===== src/sv/fidc_pkg.sv =====
// ---------------------------------------------------------------------------
// fidc_pkg
// Shared types, constants and the CRC-32 byte update for the frame checker.
// ---------------------------------------------------------------------------
package fidc_pkg;

    localparam int unsigned BYTE_W      = 8;
    localparam int unsigned IDENT_W     = 64;
    localparam int unsigned CRC_W       = 32;
    localparam int unsigned POS_W       = 8;
    localparam int unsigned STATUS_W    = 3;
    localparam int unsigned DLY_DEPTH   = 4;
    localparam int unsigned MAX_FRAME_D = 255;

    localparam logic [CRC_W-1:0] CRC_INIT = 32'hFFFF_FFFF;
    localparam logic [CRC_W-1:0] CRC_POLY = 32'hEDB8_8320;

    localparam logic [POS_W-1:0] IDENT_LEN   = 8'd8;
    localparam logic [POS_W-1:0] CRC_START   = 8'd4;
    localparam logic [POS_W-1:0] MIN_FRAME   = 8'd12;

    typedef enum logic [STATUS_W-1:0] {
        ST_OK    = 3'd0,
        ST_ID    = 3'd1,
        ST_CRC   = 3'd2,
        ST_SHORT = 3'd3,
        ST_LONG  = 3'd4
    } status_t;

    typedef struct packed {
        logic [BYTE_W-1:0] payload_byte;
        logic              payload_valid;
        logic              frame_done;
        status_t           frame_status;
    } result_t;

    // reflected CRC-32, one byte, bitwise unrolled
    function automatic logic [CRC_W-1:0] crc_byte(input logic [CRC_W-1:0] c_in,
                                                  input logic [BYTE_W-1:0] b);
        logic [CRC_W-1:0] c;
        c = c_in ^ {{(CRC_W-BYTE_W){1'b0}}, b};
        for (int i = 0; i < BYTE_W; i++) begin
            if (c[0]) begin
                c = (c >> 1) ^ CRC_POLY;
            end else begin
                c = c >> 1;
            end
        end
        return c;
    endfunction

endpackage


===== src/sv/fidc_frame_core.sv =====
// ---------------------------------------------------------------------------
// fidc_frame_core
// Per-frame state: position count, ident match, running CRC and trailer
// delay line. Produces one result per stepped word.
// ---------------------------------------------------------------------------
module fidc_frame_core #(
    parameter int unsigned MAX_FRAME = fidc_pkg::MAX_FRAME_D
) (
    input  logic                          aclk,
    input  logic                          aresetn,
    input  logic                          cfg_wr_en,
    input  logic [fidc_pkg::IDENT_W-1:0]  cfg_wr_data,
    input  logic                          step,
    input  logic [fidc_pkg::BYTE_W-1:0]   rx_byte,
    input  logic                          last_byte,
    output fidc_pkg::result_t             result
);
    import fidc_pkg::*;

    localparam logic [POS_W-1:0] MAX_POS = POS_W'(MAX_FRAME);

    logic [IDENT_W-1:0] group_ident_reg;
    logic [POS_W-1:0]   pos_reg, pos_next, pos_upd;
    logic               ovf_reg, ovf_next, ovf_upd;
    logic               id_reg, id_next, id_upd;
    logic [CRC_W-1:0]   crc_reg, crc_next, crc_upd;
    logic [BYTE_W-1:0]  dly_reg  [DLY_DEPTH];
    logic [BYTE_W-1:0]  dly_next [DLY_DEPTH];
    logic [BYTE_W-1:0]  want;
    logic [CRC_W-1:0]   got;

    assign want = group_ident_reg[{pos_reg[2:0], 3'b000} +: BYTE_W];
    assign got  = {dly_next[3], dly_next[2], dly_next[1], dly_next[0]};

    always_comb begin
        pos_upd  = pos_reg;
        ovf_upd  = ovf_reg;
        id_upd   = id_reg;
        crc_upd  = crc_reg;
        dly_next = dly_reg;
        result   = '0;
        if (step) begin
            if (pos_reg >= MAX_POS) begin
                ovf_upd = 1'b1;
            end else if (!ovf_reg) begin
                if (pos_reg < IDENT_LEN && want != rx_byte) begin
                    id_upd = 1'b0;
                end
                if (pos_reg >= CRC_START) begin
                    crc_upd = crc_byte(crc_reg, dly_reg[0]);
                    if (pos_reg >= MIN_FRAME) begin
                        result.payload_byte  = dly_reg[0];
                        result.payload_valid = 1'b1;
                    end
                end
                dly_next[0] = dly_reg[1];
                dly_next[1] = dly_reg[2];
                dly_next[2] = dly_reg[3];
                dly_next[3] = rx_byte;
                pos_upd     = pos_reg + 1'b1;
            end
            if (last_byte) begin
                result.frame_done = 1'b1;
                if (ovf_upd) begin
                    result.frame_status = ST_LONG;
                end else if (pos_upd < MIN_FRAME) begin
                    result.frame_status = ST_SHORT;
                end else if (!id_upd) begin
                    result.frame_status = ST_ID;
                end else if (~crc_upd == got) begin
                    result.frame_status = ST_OK;
                end else begin
                    result.frame_status = ST_CRC;
                end
            end
        end
    end

    // clear per-frame state after the last word
    always_comb begin
        pos_next = pos_upd;
        ovf_next = ovf_upd;
        id_next  = id_upd;
        crc_next = crc_upd;
        if (step && last_byte) begin
            pos_next = '0;
            ovf_next = 1'b0;
            id_next  = 1'b1;
            crc_next = CRC_INIT;
        end
    end

    always_ff @(posedge aclk) begin
        if (!aresetn) begin
            group_ident_reg <= '0;
            pos_reg         <= '0;
            ovf_reg         <= 1'b0;
            id_reg          <= 1'b1;
            crc_reg         <= CRC_INIT;
        end else begin
            if (cfg_wr_en) begin
                group_ident_reg <= cfg_wr_data;
            end
            pos_reg <= pos_next;
            ovf_reg <= ovf_next;
            id_reg  <= id_next;
            crc_reg <= crc_next;
        end
    end

    always_ff @(posedge aclk) begin
        dly_reg <= dly_next;
    end

endmodule


===== config.mk =====
export PLATFORM = sky130hd
export DESIGN_NAME = fidc_frame_core
export DESIGN_NICKNAME = d
export VERILOG_FILES = /design/src/sv/fidc_pkg.sv /design/src/sv/fidc_frame_core.sv
export SDC_FILE = /design/constraint.sdc
export NUM_CORES = 1
export LEC_CHECK = 0
export BUFFER_PORTS_ARGS = -buffer_cell sky130_fd_sc_hd__buf_4
export CORE_MARGIN = 2
export CORE_UTILIZATION = 30
export DETAILED_ROUTE_END_ITERATION = 6
export HOLD_SLACK_MARGIN = 0.1
export PLACE_DENSITY_LB_ADDON = 0.05
export SLEW_MARGIN = 20
export SYNTH_ARGS = -nofsm -noshare
export SYNTH_HDL_FRONTEND = slang
export SYNTH_SLANG_ARGS = --single-unit
export TNS_END_PERCENT = 10

===== constraint.sdc =====
create_clock -name aclk -period 3.88 [get_ports aclk]
set_clock_uncertainty 0.05 [all_clocks]
set_input_delay 0.582 -clock aclk [delete_from_list [all_inputs] [get_ports aclk]]
set_output_delay 0.582 -clock aclk [all_outputs]
set_load 0.1 [all_outputs]

Yosys cells after proc, flatten, opt, wreduce, memory -nomap -nowiden
Cells that the tools add are included.
{ "totals": {"ff_bits": 138, "output_inout_bits": 13, "wordCells": 94} }
{ "op_classes": {"addsub": 1, "order_cmp": 5, "eq_ne": 2, "shift": 1, "muxes": 62, "n_bitwise": 11, "n_reduce_logical": 3} }
{ "ops": {"columns": ["op", "count"], "rows": [
  ["$mux 32", 43],
  ["$not 13->14", 8],
  ["$shiftx 64x7->8", 1],
  ["$mux 9", 4],
  ["$eq 32x32->1", 1],
  ["$not 32->32", 1],
  ["$xor 32x8->32", 1],
  ["$mux 8", 3],
  ["$lt 8x4->1 const B", 2],
  ["$mux 13", 1],
  ["$add 8x1->8 const B", 1],
  ["$ge 8x3->1 const B", 1],
  ["$ge 8x4->1 const B", 1],
  ["$ge 8x8->1 const B", 1],
  ["$ne 8x8->1", 1],
  ["$mux 1", 6],
  ["$mux 2", 3],
  ["$mux 4", 1],
  ["$mux 3", 1],
  ["$logic_and 1x1->1", 2],
  ["$reduce_or 2->1", 1],
  ["$not 1->1", 1]
]} }

Logic depth before layout (Yosys ltp)
Gate-level depths: netlist of run 1.
{ "logic_depth": {"depth_word": 57, "depth_mapped": 13, "ltp_nobuf": 10} }

Worst setup path before layout of run 1
No wires, ideal clock.
{ "synth_timing": {"kind": "register to output", "start": "register pos_reg[0]", "end": "output port result[1] (netlist bit)", "arrival_ns": 3.955, "t_required_ns": 3.248, "setup_slack_ns": -0.707, "path_stages_with_launch": 12, "path_buffers": 3, "cell_sequence": "dfxtp_1 > ha_1 > buf_2 > nand3_1 > nor2_1 > nor3_2 > clkbuf_1 > clkbuf_1 > nor2_1 > a41oi_1 > a21oi_1 > a31oi_1"} }
{ "synth_rtl": {"columns": ["element", "line", "rtl"], "rows": [
  ["from (decl)", "fidc_frame_core.sv:23", "logic [POS_W-1:0] pos_reg, pos_next, pos_upd;"],
  ["from (signal assigned)", "fidc_frame_core.sv:104", "pos_reg <= pos_next;"],
  ["to (decl)", "fidc_frame_core.sv:16", "output fidc_pkg::result_t result"]
]} }

==> results of run 1 <==
synthesized netlist by cell type (2+ instances only):
library cell | instances | area share (%)
buf_2 | 7 | 0.47
buf_1 | 6 | 0.30
o211ai_1 | 19 | 1.9
a41oi_1 | 2 | 0.23
xnor3_1 | 3 | 0.90
xor2_1 | 39 | 4.6
nor2b_1 | 65 | 5.4
nand4_1 | 6 | 0.50
xnor2_4 | 8 | 2.9
and2_1 | 9 | 0.75
a31oi_1 | 4 | 0.33
or3_1 | 3 | 0.25
xnor2_2 | 2 | 0.43
xor2_2 | 2 | 0.43
mux4_2 | 16 | 4.8
or4_1 | 3 | 0.30
nand3_1 | 20 | 1.3
dfxtp_1 | 138 | 37
o21ai_0 | 7 | 0.47
a21oi_1 | 13 | 0.87
inv_1 | 28 | 1.4
xnor2_1 | 70 | 8.2
nor4_1 | 6 | 0.50
clkbuf_1 | 28 | 1.4
mux2_2 | 9 | 1.4
nor3_1 | 7 | 0.47
nand2_1 | 80 | 4.0
a211oi_1 | 3 | 0.30
nor2_1 | 31 | 1.6
a22oi_1 | 2 | 0.20
mux2i_1 | 99 | 13
nor3_2 | 2 | 0.27
ha_1 | 2 | 0.33
o21ai_1 | 2 | 0.13
through the flow:
stage	area (sq um)	TNS [ps]	worst slack (ps)
after floorplan	7500	-451	-349
after global placement	8800	-163	-163
after detailed placement	8800	-137	-137
after CTS	9790	-171	-171
after global routing	9900	-399	-373
final	9900	-265	-265
tightest hold or removal path, delay by kind of cell:
| family | cells | cell delay [ps] |
|---|---|---|
| buffers and inverters | 1 | 80 |
| muxes | 1 | 50 |
| and+or+nand+nor | 1 | 90 |
cells by family (layout without fill, tap and decap cells):
logic type | after synthesis | in the layout | share of synthesized area [%]
AOI/OAI and AO/OA | 65 | 65 | 6.01
muxes | 124 | 124 | 19.4
xor gates and xnor gates | 125 | 125 | 17.8
adders and majority gates | 2 | 2 | 0.334
DFF | 138 | 138 | 36.9
buffers and inverters | 71 | 227 | 3.82
and+or+nand+nor | 236 | 236 | 15.8
power groups by stage:
| stage | combinational, uW | sequential, uW | clock [uW] |
|---|---|---|---|
| finish | 1780 | 1600 | 1650 |
| global route | 1890 | 1610 | 1750 |
| CTS | 1750 | 1600 | 1690 |
| detailed placement | 1580 | 1620 | 0 |
| global placement | 1590 | 1620 | 0 |
| floorplan | 1070 | 1600 | 0 |
per-layer routing:
| layer | GRT usage [%] | routed length [um] |
|---|---|---|
| met1 | 21.7 | 10000 |
| met2 | 29.9 | 10900 |
| met3 | 4.24 | 1050 |
| met4 | 5.07 | 387 |
| met5 | 0 | 0 |
area by class of cell:
type	count	area share [%]
well taps	324	4.10
repair buffers	167	13.7
clock inverters	14	1.52
clock buffers	18	4.44
multi-input cells	552	47.1
inverters	28	1.06
flip-flops and latches	138	28.0
path summary, 6_finish.rpt:
| check | end | start | cells after the start |
|---|---|---|---|
| worst max-delay path | result[1] | pos_reg[7] | 11 |
| worst min-delay path | group_ident_reg[54] | cfg_wr_data[54] | 3 |
| worst max register to register | id_reg | pos_reg[0] | 8 |
| worst min register to register | id_reg | id_reg | 1 |
repair_timing:
action                     4_1_cts  5_1_grt
cloned                           1        0
hold buffers                     0        0
pin swaps                       15        5
resized for setup               31       15
setup endpoints to repair        2        2
setup buffers                   23        3
==> flow_metrics.env, run 1 <==
export IMPL_status="complete, but fails checks"
export IMPL_violations="setup timing"
export IMPL_area_growth_pct=32.1
export IMPL_seq_power_share_pct=31.8
export IMPL_synth_distinct_cells=54
export IMPL_cts_tree="built"
export IMPL_slew_violations=0
export IMPL_drv_cap=0
export IMPL_antenna_found_initial=0
export IMPL_drtIter0Drc=250
export IMPL_via_per_inst=4.65
export IMPL_final_common_cell="buf_4"
export IMPL_end_kind="output port"
export IMPL_vias=5772
export IMPL_hold_viol=0
export IMPL_hp_class="in2reg"
export IMPL_route_detailed_drc=0
export IMPL_setup_viol=1
export IMPL_clock_sinks=138
export IMPL_num_rows=57
export IMPL_post_route_util_pct=40.6
export IMPL_rsz0062_at_grt="true"
export IMPL_cts_made_buffers=17
export IMPL_critPathArrivalTime_ps=3510
export IMPL_power_static_leakage_uw=0.00425
export IMPL_insertion_delay_ps=420
export IMPL_dp_cells=1182
export IMPL_synthFlopType="dfxtp_1"
export IMPL_gp_congestion=0.845
export IMPL_wl_per_cell_um=18.1
export IMPL_layout_area_seq_sq_um=2770
export IMPL_clockRootBuffer="clkbuf_16"
export IMPL_seq_area_frac_synth_pct=36.9
export IMPL_fp_dieArea_sq_um=26300
export IMPL_worst_pin_slew_ps=1090
export IMPL_path_class="reg2out"
export IMPL_die_y_um=162
export IMPL_place_hpwl_um=16500
export IMPL_combPwrFrac_pct=35.4
export IMPL_fin_cells=1241
export IMPL_fp_coreArea_sq_um=24400
export IMPL_yosys_warnings=0
export IMPL_slew_headroom_pct=27.2
export IMPL_switching_share_pct=33.8
export IMPL_drive_gt1_share_pct=30.0
export IMPL_crit_fanout=6
export IMPL_power_switching_uw=1690
export IMPL_synth_edf_count=0
export IMPL_min_period_over_period_pct=107
export IMPL_synth_seq_cells=138
export IMPL_cts_max_path_buffers=2
export IMPL_syn_num_nets=840
export IMPL_initial_core_util_pct=30.7
export IMPL_async_flop_share_pct=0
export IMPL_cp_slowest_cell="or4_4"
export IMPL_htree_levels=4
export IMPL_largest_reg_flops=64
export IMPL_critPathMaxStageDelay_ps=580
export IMPL_synthCells=761
export IMPL_nets=983
export IMPL_gr_total_overflow=0
export IMPL_fin_ws_ps=-265
export IMPL_avgSynthCellArea_sq_um=9.85
export IMPL_fill_cells=2475
export IMPL_port_buffers=89
export IMPL_total_power_uw=5020
export IMPL_multi_input_area_sq_um=4660
export IMPL_ir_worst_vdd_mv=0.260
export IMPL_path_cells="or4_4 -> nor3_4 -> nor3_4 -> buf_6 -> mux2i_4 -> xnor2_2 -> o211ai_1 -> or4_4 -> nor4_4 -> a31oi_2 -> buf_6"
export IMPL_clock_power_share_pct=32.8
export IMPL_post_route_min_period_ps=4150
export IMPL_layout_common_cells="156 x buf_4, 132 x dfxtp_1, 91 x mux2i_1"
export IMPL_grt_pass1_vias=5941
export IMPL_drtAntennaViolNets=0
export IMPL_io_pin_count=90
export IMPL_die_w_um=162
export IMPL_synth_cell_area_sq_um=7490
export IMPL_power_density_nw_per_um2=507
export IMPL_start_kind="flop"
export IMPL_grt_pass1_wl_um=34500
export IMPL_wl_um=22400
export IMPL_critPathRequiredTime_ps=3250
export IMPL_first_pass_iters=4
export IMPL_internal_power_uw=3330
export IMPL_path_delay_family="simple AND/OR/NAND/NOR gates"
export IMPL_r2r_setup_slack_ps=1330
export IMPL_track_usage_pct=17.4
export IMPL_fmax_mhz=241
export IMPL_crit_buf_inv=2
export IMPL_grt_max_degree=67
export IMPL_num_antenna_cells=0
export IMPL_whs_ps=361
export IMPL_path_clk_slew_ps=70
No activity file was read; power rests on OpenSTA's default activity.
==> run 2: changes to the inputs <==
Settings changed: ABC_AREA set to 1, CORE_UTILIZATION 30 to 38.
==> run 2 against run 1 <==
Compared with the run above: the run now ends clean; power decreased by 4.2%; hold slack got worse by 39 ps; clock-buffer cell count decreased by 1; clock power decreased by 5%; largest cell class unchanged; non-clock buffer count decreased by 54; first-iteration DRC count up 100%; global-route usage rose by 6.6 points; via count increased by 44%.
==> flow_metrics.env, run 2 <==
export IMPL_post_synth_top_count_cell="nand2_1"
export IMPL_hold_viol=0
export IMPL_hold_depth=3
export IMPL_fp_dieArea_sq_um=21900
export IMPL_grt_pass1_vias=7778
export IMPL_min_to="group_ident_reg[11]"
export IMPL_cts_max_path_buffers=2
export IMPL_clockRootBuffer="clkbuf_16"
export IMPL_async_flop_share_pct=0
export IMPL_cts_made_buffers=17
export IMPL_synth_seq_cells=138
export IMPL_first_pass_iters=5
export IMPL_place_area_sq_um=8820
export IMPL_synth_edf_count=0
export IMPL_drive_gt1_share_pct=13.3
export IMPL_area_growth_pct=20.2
export IMPL_path_delay_family="simple AND/OR/NAND/NOR gates"
export IMPL_initial_core_util_pct=38.8
export IMPL_synth_distinct_cells=37
export IMPL_slew_headroom_pct=34.0
export IMPL_drv_cap=0
export IMPL_hp_class="in2reg"
export IMPL_synthTopCellsByCount="415 x nand2_1, 201 x nor2_1, 138 x dfxtp_1"
export IMPL_gp_congestion=0.869
export IMPL_critPathMaxStageDelay_ps=360
export IMPL_yosys_warnings=0
export IMPL_grt_max_degree=66
export IMPL_r2r_start="pos_reg[1]"
export IMPL_wl_um=25900
export IMPL_place_hpwl_um=18400
export IMPL_status="finished, final reports clean"
export IMPL_insertion_delay_ps=430
export IMPL_layout_common_cells="408 x nand2_1, 201 x nor2_1, 138 x dfxtp_1"
export IMPL_cts_tree="built"
export IMPL_vias=8335
export IMPL_synth_cell_area_sq_um=7870
export IMPL_grt_pass1_wl_um=41000
export IMPL_path_cells="ha_1 -> inv_1 -> nor2_4 -> nand2_4 -> inv_2 -> nor2_4 -> buf_4 -> nand3_1 -> nand2_1 -> nand2_1 -> nand2_1 -> nand3_1 -> nor2_1 -> nand3_1 -> nor2_1 -> nand3_1 -> nand2_1 -> a21oi_2 -> buf_8"
export IMPL_nets=1447
export IMPL_crit_fanout=11
export IMPL_setup_viol=0
export IMPL_fp_coreArea_sq_um=20300
export IMPL_largest_reg_flops=64
export IMPL_whs_ps=321
export IMPL_via_per_inst=5.05
export IMPL_hp_start="cfg_wr_data[11]"
export IMPL_cp_depth=19
export IMPL_fmax_mhz=272
export IMPL_slew_violations=0
export IMPL_gr_total_overflow=0
export IMPL_end_kind="output port"
export IMPL_htree_levels=4
export IMPL_die_w_um=148
export IMPL_synthCells=1291
export IMPL_yosys_area_top_type_share_pct=35.1
export IMPL_avgSynthCellArea_sq_um=6.10
export IMPL_worst_pin_slew_ps=988
export IMPL_syn_num_nets=1370
export IMPL_post_route_min_period_ps=3680
export IMPL_drtAntennaViolNets=0
export IMPL_route_detailed_drc=0
export IMPL_fill_cells=2236
export IMPL_antenna_found_initial=0
export IMPL_dp_cells=1616
export IMPL_synthTopCellsByArea="dfxtp_1 35%, nand2_1 20%, nor2_1 9.6%"
export IMPL_min_period_over_period_pct=94.9
export IMPL_critPathArrivalTime_ps=3050
export IMPL_final_common_cell="nand2_1"
export IMPL_critPathRequiredTime_ps=3250
export IMPL_start_kind="flop"
export IMPL_design_area_sq_um=9460
export IMPL_num_rows=52
export IMPL_ir_worst_vdd_mv=0.258
export IMPL_fin_cells=1650
export IMPL_num_antenna_cells=0
export IMPL_worst_r2r_cell_count=10
export IMPL_die_y_um=148
export IMPL_track_usage_pct=24.0
export IMPL_port_buffers=89
export IMPL_path_clk_slew_ps=70
export IMPL_drtIter0Drc=512
export IMPL_wl_per_cell_um=15.7
export IMPL_synthFlopType="dfxtp_1"
export IMPL_crit_buf_inv=4
export IMPL_seq_area_frac_synth_pct=35.1
export IMPL_cp_slowest_cell="dfxtp_1"
export IMPL_power_static_leakage_uw=0.00481
export IMPL_io_pin_count=90
export IMPL_power_density_nw_per_um2=508
export IMPL_r2r_setup_slack_ps=1660
export IMPL_worstReg2RegEnd="id_reg"
export IMPL_synth_top_area_cell="dfxtp_1"
export IMPL_path_class="reg2out"
export IMPL_clock_sinks=138
==> run 2: metal layers <==
| layer | vias up | GRT usage [%] | part of all wire, % |
|---|---|---|---|
| met1 | 3766 | 31.1 | 45 |
| met5 | - | 0 | 0 |
| met2 | 235 | 41.2 | 48 |
| met4 | 0 | 5.76 | 1.4 |
| li1 | 4309 | - | - |
| met3 | 25 | 4.66 | 5.7 |
==> run 2: tightest hold or removal path: stages <==
cell and delay (ps):
buf_4 80, nor2_1 30, nor2_1 80
==> run 2: worst max path at each step <==
stage                      from    endpoint  slack [ps]
finish               pos_reg[0]   result[1]         200
global route         pos_reg[0]   result[1]          -1
CTS                  crc_reg[0]   result[1]          30
detailed placement  dly_reg[26]   result[1]         460
global placement    dly_reg[26]   result[1]         460
floorplan            pos_reg[0]  result[10]        -450
==> run 2: stage by stage <==
step | total power, uW | setup WS [ps] | utilization, % | TNS (ps)
global route | 5110 | -0.974 | 46.6 | -0.974
CTS | 4800 | 31.4 | 46.2 | 0
finish | 4810 | 197 | 46.6 | 0
global placement | 3240 | 458 | 43.4 | 0
detailed placement | 3240 | 462 | 43.4 | 0
floorplan | 2740 | -452 | - | -3620
==> run 2: report_power, final <==
part           total, uW  switching, uW  internal, uW
clock network       1560            717           841
logic               1620           1100           525
registers           1630           83.5          1540
total               4810           1900          2910
==> run 2: cell families after synthesis <==
kind of cell | count (synthesis) | synth area share [%]
AOI/OAI and AO/OA | 235 | 16.0
xor gates and xnor gates | 21 | 2.34
adders and majority gates | 2 | 0.318
buffers and inverters | 158 | 8.04
DFF | 138 | 35.1
and+or+nand+nor | 737 | 38.3
==> run 2: final cells by class <==
cell class | instances | area [sq um] | area share [%]
well taps | 270 | 338 | 3.57
repair buffers | 113 | 910 | 9.61
multi-input cells | 995 | 4510 | 47.6
clock inverters | 14 | 133 | 1.40
clock buffers | 17 | 425 | 4.49
inverters | 103 | 389 | 4.11
flip-flops and latches | 138 | 2760 | 29.2
==> run 2: timing repair <==
| item | 4_1_cts | 5_1_grt |
|---|---|---|
| resized for setup | 1 | 15 |
| pin swaps | 0 | 1 |
| hold endpoints to repair | 0 | 0 |
| setup endpoints to repair | 1 | 2 |
| hold buffers | 0 | 0 |
| buffers inserted | 0 | 2 |
| gates cloned | 0 | 1 |
